$ cat src/hdl/ptw_pkg.sv
`default_nettype none

package ptw_pkg;

	localparam int PHYS_ADDR_BITS_DEF = 52;
	localparam int PHYS_ADDR_BITS_MIN = 32;
	localparam int PHYS_ADDR_BITS_MAX = 52;

	localparam int VA_W      = 64;
	localparam int VA_KEEP_W = 48;
	localparam int ENTRY_W   = 64;
	localparam int ADDR_W    = 52;
	localparam int STATUS_W  = 2;
	localparam int IDX_W     = 9;

	localparam int S_TDATA_W = VA_W + ENTRY_W;
	localparam int M_FIELD_W = ADDR_W + ADDR_W + STATUS_W;
	localparam int M_TDATA_W = ((M_FIELD_W + 7) / 8) * 8;
	localparam int M_PAD_W   = M_TDATA_W - M_FIELD_W;

	localparam int PRESENT_BIT = 0;
	localparam int LARGE_BIT   = 7;

	localparam int CFG_INDEX_W = 1;
	localparam int CFG_DATA_W  = ADDR_W;
	localparam logic [CFG_INDEX_W-1:0] REG_ENABLE = 1'b0;
	localparam logic [CFG_INDEX_W-1:0] REG_ROOT   = 1'b1;

	localparam logic KIND_XLATE = 1'b0;
	localparam logic KIND_RESP  = 1'b1;

	localparam logic RK_READ = 1'b0;
	localparam logic RK_DONE = 1'b1;

	typedef logic [STATUS_W-1:0] status_t;
	localparam status_t ST_OK      = 2'd0;
	localparam status_t ST_FAULT   = 2'd1;
	localparam status_t ST_REFUSED = 2'd2;

	typedef logic [1:0] level_t;
	localparam level_t LVL_PML4 = 2'd3;
	localparam level_t LVL_PDPT = 2'd2;
	localparam level_t LVL_PD   = 2'd1;
	localparam level_t LVL_PT   = 2'd0;

	typedef struct packed {
		logic                 busy;
		level_t               level;
		logic [VA_KEEP_W-1:0] va;
	} walk_state_t;

	typedef struct packed {
		logic              kind;
		logic [ADDR_W-1:0] read_addr;
		logic [ADDR_W-1:0] phys_addr;
		status_t           status;
	} result_t;

	function automatic logic [IDX_W-1:0] level_index(
		input logic [VA_KEEP_W-1:0] va,
		input level_t               level
	);
		logic [IDX_W-1:0] idx;
		case (level)
			LVL_PML4: idx = va[47:39];
			LVL_PDPT: idx = va[38:30];
			LVL_PD:   idx = va[29:21];
			LVL_PT:   idx = va[20:12];
			default:  idx = va[20:12];
		endcase
		return idx;
	endfunction

endpackage

`default_nettype wire

$ cat src/hdl/ptw_step.sv
`default_nettype none

module ptw_step #(
	parameter int PHYS_ADDR_BITS = ptw_pkg::PHYS_ADDR_BITS_DEF
) (
	input  wire logic                          kind,
	input  wire logic [ptw_pkg::VA_W-1:0]      va,
	input  wire logic [ptw_pkg::ENTRY_W-1:0]   entry,
	input  wire logic                          enabled,
	input  wire logic [ptw_pkg::ADDR_W-1:0]    root,
	input  wire ptw_pkg::walk_state_t          st,
	output ptw_pkg::walk_state_t               nxt,
	output ptw_pkg::result_t                   res
);
	import ptw_pkg::*;

	logic                      canonical;
	logic                      large_page;
	level_t                    lvl_dn;
	logic [PHYS_ADDR_BITS-1:0] root_base;
	logic [PHYS_ADDR_BITS-1:0] top_addr;
	logic [PHYS_ADDR_BITS-1:0] next_addr;
	logic [PHYS_ADDR_BITS-1:0] pa_gib;
	logic [PHYS_ADDR_BITS-1:0] pa_mib;
	logic [PHYS_ADDR_BITS-1:0] pa_4k;

	assign canonical  = (va[63:47] == '0) || (va[63:47] == '1);
	assign large_page = entry[LARGE_BIT];
	assign lvl_dn     = st.level - 2'd1;

	assign root_base = {root[PHYS_ADDR_BITS-1:12], 12'h000};
	assign top_addr  = root_base
		| PHYS_ADDR_BITS'({level_index(va[VA_KEEP_W-1:0], LVL_PML4), 3'b000});
	assign next_addr = {entry[PHYS_ADDR_BITS-1:12], 12'h000}
		| PHYS_ADDR_BITS'({level_index(st.va, lvl_dn), 3'b000});
	assign pa_gib    = {entry[PHYS_ADDR_BITS-1:30], st.va[29:0]};
	assign pa_mib    = {entry[PHYS_ADDR_BITS-1:21], st.va[20:0]};
	assign pa_4k     = {entry[PHYS_ADDR_BITS-1:12], st.va[11:0]};

	always_comb begin
		nxt           = st;
		res.kind      = RK_DONE;
		res.read_addr = '0;
		res.phys_addr = '0;
		res.status    = ST_OK;
		if (kind == KIND_XLATE) begin
			if (st.busy) begin
				res.status = ST_REFUSED;
			end else if (!enabled || !canonical) begin
				res.status = ST_FAULT;
			end else begin
				nxt.busy      = 1'b1;
				nxt.level     = LVL_PML4;
				nxt.va        = va[VA_KEEP_W-1:0];
				res.kind      = RK_READ;
				res.read_addr = ADDR_W'(top_addr);
			end
		end else begin
			if (!st.busy) begin
				res.status = ST_REFUSED;
			end else if (!entry[PRESENT_BIT]) begin
				nxt.busy   = 1'b0;
				res.status = ST_FAULT;
			end else if (st.level == LVL_PDPT && large_page) begin
				nxt.busy      = 1'b0;
				res.phys_addr = ADDR_W'(pa_gib);
			end else if (st.level == LVL_PD && large_page) begin
				nxt.busy      = 1'b0;
				res.phys_addr = ADDR_W'(pa_mib);
			end else if (st.level == LVL_PT) begin
				nxt.busy      = 1'b0;
				res.phys_addr = ADDR_W'(pa_4k);
			end else begin
				nxt.level     = lvl_dn;
				res.kind      = RK_READ;
				res.read_addr = ADDR_W'(next_addr);
			end
		end
	end

endmodule

`default_nettype wire

$ cat src/hdl/page_table_walker.sv
// Path: input register, combinational step, then the result register, which drives m_tdata.
// Throughput: one beat per cycle; the input register and the result register both
// advance whenever the result register is empty or taken that cycle.
// Reset (arst_n low, asynchronous): walker idle, enable and root cleared, both
// stages empty. No clearing pass.
`default_nettype none

module page_table_walker #(
	parameter int PHYS_ADDR_BITS = ptw_pkg::PHYS_ADDR_BITS_DEF
) (
	input  wire logic                              clk,
	input  wire logic                              arst_n,
	input  wire logic                              s_tvalid,
	output logic                                   s_tready,
	// virtual_address [63:0], table_entry [127:64]
	input  wire logic [ptw_pkg::S_TDATA_W-1:0]     s_tdata,
	// kind
	input  wire logic                              s_tuser,
	output logic                                   m_tvalid,
	input  wire logic                              m_tready,
	// read_address [51:0], physical_address [103:52], status [105:104], zero pad
	output logic [ptw_pkg::M_TDATA_W-1:0]          m_tdata,
	// result_kind
	output logic                                   m_tuser,
	input  wire logic                              cfg_we,
	input  wire logic [ptw_pkg::CFG_INDEX_W-1:0]   cfg_index,
	input  wire logic [ptw_pkg::CFG_DATA_W-1:0]    cfg_data
);
	import ptw_pkg::*;

	logic                enabled_q;
	logic [ADDR_W-1:0]   root_q;
	walk_state_t         state_q;
	walk_state_t         state_nxt;

	logic                valid_s1;
	logic                kind_s1;
	logic [VA_W-1:0]     va_s1;
	logic [ENTRY_W-1:0]  entry_s1;

	logic                valid_s2;
	result_t             res_s2;
	result_t             res;

	logic                advance;
	logic                fire;

	assign advance  = !valid_s2 || m_tready;
	assign fire     = valid_s1 && advance;
	assign s_tready = !valid_s1 || advance;

	always_ff @(posedge clk or negedge arst_n) begin
		if (!arst_n) begin
			enabled_q <= 1'b0;
			root_q    <= '0;
		end else if (cfg_we) begin
			case (cfg_index)
				REG_ENABLE: enabled_q <= cfg_data[0];
				REG_ROOT:   root_q    <= cfg_data;
				default:    ;
			endcase
		end
	end

	always_ff @(posedge clk or negedge arst_n) begin
		if (!arst_n) begin
			valid_s1 <= 1'b0;
		end else if (s_tready) begin
			valid_s1 <= s_tvalid;
		end
	end

	always_ff @(posedge clk) begin
		if (s_tready && s_tvalid) begin
			kind_s1  <= s_tuser;
			va_s1    <= s_tdata[VA_W-1:0];
			entry_s1 <= s_tdata[S_TDATA_W-1:VA_W];
		end
	end

	ptw_step #(
		.PHYS_ADDR_BITS(PHYS_ADDR_BITS)
	) u_step (
		.kind    (kind_s1),
		.va      (va_s1),
		.entry   (entry_s1),
		.enabled (enabled_q),
		.root    (root_q),
		.st      (state_q),
		.nxt     (state_nxt),
		.res     (res)
	);

	always_ff @(posedge clk or negedge arst_n) begin
		if (!arst_n) begin
			state_q <= '0;
		end else if (fire) begin
			state_q <= state_nxt;
		end
	end

	always_ff @(posedge clk or negedge arst_n) begin
		if (!arst_n) begin
			valid_s2 <= 1'b0;
		end else if (advance) begin
			valid_s2 <= valid_s1;
		end
	end

	always_ff @(posedge clk) begin
		if (fire) begin
			res_s2 <= res;
		end
	end

	assign m_tvalid = valid_s2;
	assign m_tuser  = res_s2.kind;
	assign m_tdata  = {{M_PAD_W{1'b0}}, res_s2.status, res_s2.phys_addr, res_s2.read_addr};

	// a read request always leaves a walk running
	a_read_sets_busy: assert property (@(posedge clk) disable iff (!arst_n)
		fire && res.kind == RK_READ |=> state_q.busy)
		else $error("read issued without walk in progress");

	// a refused translate leaves the running walk untouched
	a_refuse_keeps_walk: assert property (@(posedge clk) disable iff (!arst_n)
		fire && kind_s1 == KIND_XLATE && state_q.busy
		|=> state_q.busy && $stable(state_q.level) && $stable(state_q.va))
		else $error("refused request disturbed the walk");

	// read requests carry no translation and a good status
	a_read_clean: assert property (@(posedge clk) disable iff (!arst_n)
		valid_s2 && res_s2.kind == RK_READ |-> res_s2.status == ST_OK && res_s2.phys_addr == '0)
		else $error("read request with translation or error status");

	// finished results never carry a read address
	a_done_no_read: assert property (@(posedge clk) disable iff (!arst_n)
		valid_s2 && res_s2.kind == RK_DONE |-> res_s2.read_addr == '0)
		else $error("finished result with read address");

endmodule

`default_nettype wire
$ cat config.mk
export PLATFORM = sky130hd
export DESIGN_NAME = page_table_walker
export DESIGN_NICKNAME = d
export VERILOG_FILES = /design/src/hdl/ptw_pkg.sv /design/src/hdl/ptw_step.sv /design/src/hdl/page_table_walker.sv
export SDC_FILE = /design/constraint.sdc
export NUM_CORES = 1
export LEC_CHECK = 0
export BUFFER_PORTS_ARGS = -buffer_cell sky130_fd_sc_hd__buf_2
export CORE_ASPECT_RATIO = 1.25
export CORE_UTILIZATION = 42
export CTS_CLUSTER_SIZE = 40
export DETAILED_ROUTE_END_ITERATION = 8
export MAX_ROUTING_LAYER = met4
export PLACE_DENSITY = 0.66
export SYNTH_ARGS = -nofsm -noshare
export SYNTH_HDL_FRONTEND = slang
export SYNTH_SLANG_ARGS = --single-unit
$ cat constraint.sdc
create_clock -name clk -period 10.3 [get_ports clk]
set_clock_uncertainty 0.05 [all_clocks]
set_input_delay 0.515 -clock clk [delete_from_list [all_inputs] [get_ports clk]]
set_output_delay 0.515 -clock clk [all_outputs]
set_load 0.01 [all_outputs]
==> summary.md, run 1 <==
| Metric | Value |
|---|---|
| Status | `finished, final reports clean` |
| Max VDD drop | `0.139 mV` |
| Layout cells sized above 1 | `41.8%` |
| Area Growth Syn to Fin | `23.1%` |
| Share of the synthesized area in the top cell type | `57.6%` |
| Violation count after the first detailed-route iteration | `426` |
| Crit. End Element | `flop` |
| First-pass GRT wire length | `35700 um` |
| CTS Buffer Depth | `3` |
| Final min period | `2800 ps` |
| Crit path required time | `10650 ps` |
| Leak | `5.59 nW` |
| Synth area leader | `edfxtp_1` |
| Post-route setup TNS | `0 ps` |
| Max_slew headroom | `30.5%` |
| Largest net degree at the start of global routing | `62` |
| TritonCTS clock tree | `done` |
| Prevailing post-synth register cell | `edfxtp_1` |
| CTS Buf Count | `28` |
| Total Power | `2.59 mW` |
| Cts hold-fix bufs | `1` |
| Number of max-cap violations | `0` |
| FFs w/ async S/R, synth | `28.7%` |
| PwrDens | `191 mW/mm^2` |
| EDFF count, synth | `211` |
| Initial antenna violation count | `2` |
| CTS root buf | `clkbuf_16` |
| Arr. time, crit path | `3150 ps` |
| Routability Congestion | `0.804` |
| Detail Placement HPWL | `16200 um` |
| Critical Path Start Type | `flop` |
| Synthesized area per cell | `17.2 um^2` |
| Remaining Overflow, GRT | `0` |
| DR vias/cell | `5.03` |
| DR WL/cell | `18.8 um` |
| PortBufs | `259` |
| Synth area leaders | `edfxtp_1 (58%), dfrtp_1 (19%), mux2_2 (7.0%)` |
| Die Height | `183 um` |
| Initial core utilization | `43.2%` |
| Syn Inst Count | `639` |
| Seq/Total Area, Yosys | `76.9%` |
| Row count | `65` |
| Cell Area, Synth | `0.0110 mm^2` |
| Core footprint | `0.0255 mm^2` |
| WS Path Type | `flop to flop` |
| RSZ-0062 raised after global routing | `false` |
| CP Max Fanout | `14` |
| Total track usage | `18.1%` |
| Ys Warns | `0` |
| Die Width | `147 um` |
| Finished Layout Cells | `1263` |
| Clock Sink Count | `296` |
| FF+latch count, synth | `296` |
| ANT nets after route | `0` |
| Max-slew violations | `0` |
| Measured slew at the worst slew-check pin | `1040 ps` |
| Period Utilization, post-route | `27.2%` |
| Vias in the first global route | `6288` |
| H-tree depth | `1` |
| Hold Path Class | `input pin to flop` |
| Post-layout net count | `1097` |
| # IOs | `302` |
| Clock-pin slew on the worst setup and hold paths | `70 ps` |
| Final Setup Violations | `0` |
| Vias | `6347` |
| Area of the die | `0.0269 mm^2` |
| Clock latency on the worst-skew pair | `530 ps` |
| Post-CTS sizing | `0` |
| 1st-pass router iterations | `6` |
| Max frequency | `357 MHz` |
| Netlist cell types | `45` |
| Total setup buffers inserted after CTS | `0` |
| Fillers | `2062` |
| DP Cell Count | `1208` |
| Final Hold Fails | `0` |
| DR DRC count | `0` |
| DRT Wirelength | `23700 um` |
## power by group
| part | total [mW] | switching (mW) | internal (mW) |
|---|---|---|---|
| Combinational | 0.165 | 0.0994 | 0.0651 |
| Clock | 1.02 | 0.418 | 0.606 |
| Sequential | 1.40 | 0.0336 | 1.37 |
## cells in the mapped netlist, types with 2 or more instances
| master | n |
|---|---|
| a21oi_1 | 18 |
| mux2_1 | 10 |
| clkbuf_1 | 21 |
| edfxtp_1 | 211 |
| nand3_1 | 9 |
| nor2_1 | 6 |
| inv_1 | 6 |
| dfrtp_1 | 85 |
| buf_6 | 2 |
| and2_1 | 36 |
| nand2_1 | 44 |
| a22o_1 | 40 |
| mux2_4 | 2 |
| nor3_1 | 3 |
| mux2_2 | 68 |
| nand4_1 | 4 |
| nand3b_1 | 3 |
| buf_1 | 4 |
| buf_4 | 11 |
| ha_1 | 6 |
| nor4_1 | 4 |
| o21ai_0 | 13 |
| a222oi_1 | 9 |
| nand2b_1 | 3 |
## cell usage in the layout (no fill, tap or decap), types with 2 or more instances in the layout
master     instances
nand2b_1           3
nand3_1            9
clkbuf_1           9
ha_1               6
buf_4              8
nor4_1             3
o21ai_0           13
nand2_1           43
clkinv_2           5
and2_1            35
clkbuf_8           2
nand3b_1           3
edfxtp_1         211
diode_2            2
mux2_1            10
clkinv_1           2
mux2_4             2
nor2_1             5
a22o_1            40
mux2_2            68
a222oi_1           9
nand4_1            4
buf_2            258
inv_1              5
clkbuf_16         29
dfrtp_1           85
conb_1             9
bufinv_16          3
nor3_1             3
a21oi_1           18
## critical path: stages, from the launching register on
cell       delay (ps)
dfrtp_1           400
inv_1             140
ha_1              490
o21a_1            500
nor3_1            170
o2111ai_1         450
mux2i_1           140
a311o_1           330
## final cells by class
class,instances,area [um^2],share of cell area [%]
multi-input combinational,305,2350,17.3
clock buffer,40,787,5.81
antenna,2,5.00,0.0369
clock inverter,12,139,1.03
tap,335,419,3.09
timing repair buffer,267,1360,10.0
inverter,6,25.0,0.185
sequential,296,8460,62.5
## cells by family after synthesis
group	share of synthesized area (%)
other	0.0341
adders and majority gates	0.682
AOI/OAI and AO/OA	6.15
muxes	8.34
DFF	76.9
and+or+nand+nor	5.73
buffers and inverters	2.19
## registers in the layout, indices dropped and copies added, names as in the netlist
register / cells
state_q: 42
valid_s1: 1
m_tvalid: 1
kind_s1: 1
root_q: 40
enabled_q: 1
m_tuser: 1
entry_s1: 42
va_s1: 64
m_tdata: 103
## final timing paths
check	start	to	slack, ps	cells past startpoint
max reg2reg	state_q[48]	state_q[49]	7500	7
min in group asynchronous	arst_n	root_q[27]	510	2
min reg2reg	va_s1[36]	state_q[36]	410	1
max in group asynchronous	arst_n	state_q[2]	8670	3
min	s_tdata[94]	entry_s1[30]	100	1
max	state_q[48]	state_q[49]	7500	7
## per-stage QoR
step | hold slack, ps | utilization [%] | area, um^2 | setup WS, ps
after floorplan | 169 | - | 11000 | 6570
after CTS | 76.1 | 53.2 | 13500 | 7530
after detailed placement | 398 | 49.5 | 12600 | 7540
final | 103 | 53.2 | 13500 | 7500
after global placement | 394 | 49.5 | 12600 | 7630
after global routing | 74.4 | 53.2 | 13500 | 7330
## layer usage
metal  GRT usage [%]  vias to the layer above  share of wire, %
met4            6.29                        0               3.2
met5               -                        -                 0
met1            21.5                     3106                39
met3            2.76                       49               5.8
li1                -                     2946                 -
met2            31.2                      246                52
No activity file was read; power rests on OpenSTA's default activity.
==> inputs of run 2 (changes only) <==
- PLACE_DENSITY: 0.66 -> 0.69
- clock period: 10.3 -> 2.2 ns (I/O delays scaled with it)
==> run 2 against run 1 <==
- the flow now finishes with violations (setup timing)
- design area is 15% higher
- cell count is 14% higher
- die area stayed put
- routed wire length is 14% higher
- non-clock buffer count is 175 higher
- critical path depth stayed put
- largest cell class unchanged
==> summary.md, run 2 (same netlist as run 1, synthesis figures left out) <==
| Metric | Value |
|---|---|
| 1st-pass router iterations | `7 (+1)` |
| Violated checks | `setup timing` |
| Die Width | `147 um (unchanged)` |
| Initial antenna violation count | `0 (-2)` |
| CTS root buf | `clkbuf_16` |
| Post-route setup TNS | `-391 ps (-391 ps)` |
| Reg area | `0.00846 mm^2 (unchanged)` |
| Max frequency | `446 MHz (+25%)` |
| Period Utilization, post-route | `102% (+75 points)` |
| First-pass GRT wire length | `40500 um (+14%)` |
| Total Power | `12.5 mW (+380%)` |
| Fillers | `1891 (-8.3%)` |
| Final Hold Fails | `0 (unchanged)` |
| Status | `finished with violations` |
| Clock Sink Count | `296 (unchanged)` |
| Leak | `6.39 nW (+14%)` |
| TritonCTS clock tree | `done` |
| Routability Congestion | `0.819 (+1.9%)` |
| WS Path Type | `flop to flop` |
| Setup ws final | `-40.2 ps (-7540 ps)` |
| PortBufs | `259 (unchanged)` |
| Post-layout net count | `1273 (+16%)` |
| Clock-pin slew on the worst setup and hold paths | `60 ps (about the same)` |
| Critical Path Start Type | `flop` |
| Max-slew violations | `0 (unchanged)` |
| Final Cell Area | `0.0155 mm^2 (+15%)` |
| Final Setup Violations | `18 (+18)` |
| Area of the die | `0.0269 mm^2 (unchanged)` |
| Violation count after the first detailed-route iteration | `441 (+3.5%)` |
| Area Growth Syn to Fin | `40.9%` |
| Clock latency on the worst-skew pair | `550 ps (+20 ps)` |
| Max_slew headroom | `61.7% (+31 points)` |
| Vias | `7202 (+13%)` |
| Row count | `65 (unchanged)` |
| RSZ-0062 raised after global routing | `true` |
| Die Height | `183 um (unchanged)` |
| Number of max-cap violations | `0 (unchanged)` |
| CTS Buffer Depth | `3 (unchanged)` |
| Measured slew at the worst slew-check pin | `574 ps (-465 ps)` |
| CP Max Fanout | `14 (unchanged)` |
| Remaining Overflow, GRT | `0 (unchanged)` |
| Arr. time, crit path | `2610 ps (-540 ps)` |
| Final min period | `2240 ps (-559 ps)` |
| Initial core utilization | `43.2% (unchanged)` |
| Ant. Diodes | `0 (-2)` |
| Total track usage | `20.4% (+2.3 points)` |
| Multi-input logic area | `0.00246 mm^2 (+4.6%)` |
| Max VDD drop | `0.595 mV (+330%)` |
| Post-Place Cell Area | `0.0128 mm^2 (+1.8%)` |
| Hold Slack | `37.4 ps (-65.4 ps)` |
| Crit path required time | `2570 ps (-8080 ps)` |
| Crit. End Element | `flop` |
| DR DRC count | `0 (unchanged)` |
| # IOs | `302 (unchanged)` |
| DR WL/cell | `18.7 um (-0.28%)` |
| Layout cells sized above 1 | `38.3% (-3.5 points)` |
| DR vias/cell | `5.01 (-0.34%)` |
| Vias in the first global route | `7407 (+18%)` |
| Commonest non-fill, non-tap cell in the layout | `buf_2` |
| Max reg flops | `103 (unchanged)` |
| Largest net degree at the start of global routing | `69 (+11%)` |
| DRT Wirelength | `27000 um (+14%)` |
| Detail Placement HPWL | `16700 um (+3.1%)` |
| Highest-count cells in the layout ignoring fill and taps | `buf_2 (258), edfxtp_1 (211), dlygate4sd3_1 (153)` |
| PwrDens | `806 mW/mm^2 (+320%)` |
| CTS Buf Count | `29 (+3.6%)` |
| H-tree depth | `1 (unchanged)` |
| Hold Path Class | `input pin to async pin` |
| ANT nets after route | `0 (unchanged)` |
| Core footprint | `0.0255 mm^2 (unchanged)` |
run 2: cell types whose count changed in the layout (fill, tap and decap cells not counted), sizes merged:
cell	before	now
clkinv	8	5
buf	266	289
dlygate4sd3	1	153
diode	2	0
clkinvlp	1	5
inv	6	7
run 2: where the power goes:
part	internal, mW	total (mW)	leakage (nW)	switching [mW]
sequential	6.39	6.56	3.15	0.164
clock	2.83	4.90	0.443	2.06
combinational	0.525	1.06	2.80	0.531
total	9.75	12.5	6.39	2.76
run 2: path summary, 6_finish.rpt:
check,start,end,slack (ps),cells past startpoint
worst min register to register,va_s1[35],state_q[35],420,1
worst min-delay path,arst_n,root_q[23],40,2
max in group asynchronous,arst_n,root_q[40],1410,3
min in group clk,s_tdata[15],va_s1[15],210,2
worst max register to register,va_s1[50],state_q[12],-40,7
worst max-delay path,va_s1[50],state_q[12],-40,7
run 2: area by class of cell:
| type | count | area share, % |
|---|---|---|
| clock buffers | 40 | 5.01 |
| clock inverters | 14 | 1.06 |
| inverters | 6 | 0.169 |
| multi-input cells | 305 | 15.8 |
| flip-flops and latches | 296 | 54.5 |
| well taps | 335 | 2.70 |
| repair buffers | 442 | 20.7 |
run 2: per-stage QoR:
step | std cells | worst slack (ps) | util (%)
2_1_floorplan | 647 | -401 | -
3_3_place_gp | 1225 | -37.5 | 50.4
3_5_place_dp | 1225 | -82.0 | 50.4
4_1_cts | 1436 | -9.37 | 60.4
5_1_grt | 1438 | -125 | 61.0
6_report | 1438 | -40.2 | 61.0
run 2: worst max-delay path: stages, from the launching register on:
cell and delay [ps]:
edfxtp_1 380, or4_4 560, nor3_4 150, a22oi_2 110, nor4_4 190, buf_6 180, buf_12 150, mux2_2 350
run 2: timing repair:
item / 4_1_cts / 5_1_grt
buffers inserted: 2 / 1
setup endpoints to repair: 39 / 43
gates resized for setup: 7 / 34
hold buffers: 153 / 0
pin swaps: 0 / 17
hold endpoints to repair: 235 / 0
cloned: 2 / 1
run 2: metal layers:
metal  routed length [um]  track usage, %  part of all wire [%]  vias to the layer above
met5                    0               -                     0                        -
met4                 1270            9.13                   4.7                        0
met3                 1410            2.69                   5.2                       81
met2                14100            35.9                    52                      312
met1                10200            23.1                    38                     3514
li1                     -               -                     -                     3295
==> inputs of run 3 (changes only) <==
- ABC_AREA: not set -> 1
- HOLD_SLACK_MARGIN: not set -> 0.02
==> run 3 against run 2 <==
- the flow now finishes without violations
- sequential share of layout area shrank 0.57 points
- routed wire length grew 5.3%
- sequential power grew 13%
- combinational power grew 130%
- critical path depth grew 3
- total power grew 20%
- cell count grew 18%
- clock power grew 3%
- critical endpoint is now m_tdata[24]
- worst setup slack gained 260 ps
- first-iteration DRC count shrank 5.7%
- highest routed layer unchanged
- global-route usage grew 0.97 points
==> summary.md, run 3 <==
| Metric | Value |
|---|---|
| Status | `finished, final reports clean` |
| FF+latch count, synth | `296 (unchanged)` |
| FFs w/ async S/R, synth | `28.7% (unchanged)` |
| Prevailing post-synth register cell | `edfxtp_1` |
| DR DRC count | `0 (unchanged)` |
| Area Growth Syn to Fin | `38.3%` |
| Syn Inst Count | `895 (+40%)` |
| Area of the die | `0.0277 mm^2 (+2.9%)` |
| CTS Buf Count | `30 (+3.4%)` |
| Post-layout util | `59.7% (-1.2 points)` |
| DRT Wirelength | `28400 um (+5.3%)` |
| Clock latency on the worst-skew pair | `550 ps (about the same)` |
| First-pass GRT wire length | `43700 um (+7.8%)` |
| Layout cells sized above 1 | `28.6% (-9.7 points)` |
| Die Width | `149 um (+1.5%)` |
| Post-layout net count | `1520 (+19%)` |
| H-tree depth | `1 (unchanged)` |
| Synthesized area per cell | `12.7 um^2 (-26%)` |
| Pre-CTS WS | `232 ps (+314 ps)` |
| # IOs | `302 (unchanged)` |
| Reg area | `0.00846 mm^2 (unchanged)` |
| Crit path required time | `2530 ps (-40 ps)` |
| DR WL/cell | `16.8 um (-10%)` |
| Initial antenna violation count | `0 (unchanged)` |
| Highest-count cells in the layout ignoring fill and taps | `nand2_1 (311), buf_2 (258), edfxtp_1 (211)` |
| Number of max-cap violations | `0 (unchanged)` |
| Hold Slack | `94.1 ps (+56.7 ps)` |
| Arr. time, crit path | `2300 ps (-310 ps)` |
| TritonCTS clock tree | `done` |
| PwrDens | `954 mW/mm^2 (+18%)` |
| Hold Path Class | `input pin to async pin` |
| Max VDD drop | `0.702 mV (+18%)` |
| Cell count of the worst reg-to-reg path | `10 (+3)` |
| Die Height | `186 um (+1.5%)` |
| Period Utilization, post-route | `89.9% (-12 points)` |
| Total track usage | `21.4% (+0.97 points)` |
| Core footprint | `0.0263 mm^2 (+3.2%)` |
| Clock-pin slew on the worst setup and hold paths | `60 ps (about the same)` |
| PortBufs | `259 (unchanged)` |
| Synth area leader | `edfxtp_1` |
| Crit. End Element | `flop` |
| Commonest non-fill, non-tap cell in the layout | `nand2_1` |
| Detail Placement HPWL | `17900 um (+7.4%)` |
| Final Cell Area | `0.0157 mm^2 (+1.0%)` |
| Most frequent cell after synthesis | `nand2_1` |
| Final Setup Violations | `0 (-18)` |
| Final Hold Fails | `0 (unchanged)` |
| Cell Area, Synth | `0.0113 mm^2 (+3.0%)` |
| Initial core utilization | `43.2% (-0.077 points)` |
| Seq/Total Area, Yosys | `74.6% (-2.2 points)` |
| Netlist cell types | `30 (-33%)` |
| Routability Congestion | `0.833 (+1.7%)` |
| DR vias/cell | `4.71 (-5.9%)` |
| Violation count after the first detailed-route iteration | `416 (-5.7%)` |
| Row count | `66 (+1.5%)` |
| Fillers | `2085 (+10%)` |
| Total Power | `15.0 mW (+20%)` |
| Clock Sink Count | `296 (unchanged)` |
| Ant. Diodes | `0 (unchanged)` |
| Critical Path Start Type | `flop` |
| CTS root buf | `clkbuf_16` |
| Share of the synthesized area in the top cell type | `55.9% (-1.7 points)` |
| Post-route setup TNS | `0 ps (+391 ps)` |
| Leak | `7.11 nW (+11%)` |
| EDFF count, synth | `211 (unchanged)` |
| Post-Place Cell Area | `0.0132 mm^2 (+2.5%)` |
| Top cells by count, synth | `nand2_1 (314), edfxtp_1 (211), dfrtp_1 (85)` |
| Finished Layout Cells | `1691 (+18%)` |
| Vias in the first global route | `8357 (+13%)` |
| Setup ws final | `223 ps (+263 ps)` |
| Multi-input logic area | `0.00244 mm^2 (-0.66%)` |
| WS Path Type | `flop to flop` |
| Measured slew at the worst slew-check pin | `608 ps (+34.2 ps)` |
| Final min period | `1980 ps (-263 ps)` |
| Vias | `7971 (+11%)` |
| DP Cell Count | `1481 (+21%)` |
| Max reg flops | `103 (unchanged)` |
| R2r setup slk | `220 ps (+260 ps)` |
| Max-slew violations | `0 (unchanged)` |
| Max frequency | `506 MHz (+13%)` |
| RSZ-0062 raised after global routing | `false` |
| Total setup buffers inserted after CTS | `0 (-2)` |
| CTS Buffer Depth | `3 (unchanged)` |
| Remaining Overflow, GRT | `0 (unchanged)` |
| CP Max Fanout | `19 (+5)` |
| Largest net degree at the start of global routing | `50 (-28%)` |
| Max_slew headroom | `59.5% (-2.3 points)` |
| ANT nets after route | `0 (unchanged)` |
| Synth area leaders | `edfxtp_1 (56%), dfrtp_1 (19%), nand2_1 (10%)` |
| Ys Warns | `0 (unchanged)` |
| 1st-pass router iterations | `5 (-2)` |
-- run 3: cell types whose count changed after synthesis, moves of 28 or more --
cell and delta:
a22o_1 -40, and2_1 -36, inv_1 +50, mux2_2 -28
nand2_1 +270, nand3_1 +37
-- run 3: critical path, stage by stage, from the launching register on --
cell and delay (ps):
dfrtp_1 400, inv_1 100, ha_1 230, inv_1 60, nand2_1 90, nor2_4 130, nand3_2 130, nor2_4 190
buf_12 180, inv_2 90, o21ai_0 180
-- run 3: cell families (layout without fill, tap and decap cells) --
family / count (synthesis) / count (layout) / share of synthesized area, %
fa+ha+maj: 6 / 6 / 0.662
mux: 40 / 40 / 3.97
other cells: 1 / 9 / 0.0331
simple gates: 405 / 405 / 14.4
buf+inv: 105 / 553 / 4.20
compound gates: 42 / 42 / 2.11
flops: 296 / 296 / 74.6
-- run 3: timing repair --
action	in CTS	in global routing
hold buffers	154	0
resized for setup	0	0
hold endpoints to repair	203	0
-- run 3: where the power goes --
group          total [mW]  switching [mW]  internal, mW
Clock                5.04            2.08          2.96
Sequential           7.44           0.485          6.96
Combinational        2.47            1.47          1.00
Total                15.0            4.04          10.9
-- run 3: area by class of cell --
cell class                      instances  area share (%)
Clock inverter                         17            1.07
Timing Repair Buffer                  437            20.0
Clock buffer                           39            5.20
Sequential cell                       296            54.0
Tap cell                              340            2.71
Multi-Input combinational cell        502            15.6
Inverter                               60            1.48
-- run 3: routing by layer --
metal / track usage [%] / wire length (um) / up-vias
met5: - / 0 / -
met4: 7.35 / 821 / 0
met3: 2.52 / 1570 / 60
met2: 38.5 / 15200 / 285
met1: 24.5 / 10800 / 3781
li1: - / - / 3845
-- run 3: worst paths after layout --
kind / from / endpoint
worst max register to register: state_q[48] / m_tdata[24]
worst min register to register: va_s1[19] / state_q[19]
worst min-delay path: arst_n / root_q[15]
max in group asynchronous: arst_n / state_q[0]
min in group clk: s_tdata[34] / va_s1[34]
worst max-delay path: state_q[48] / m_tdata[24]
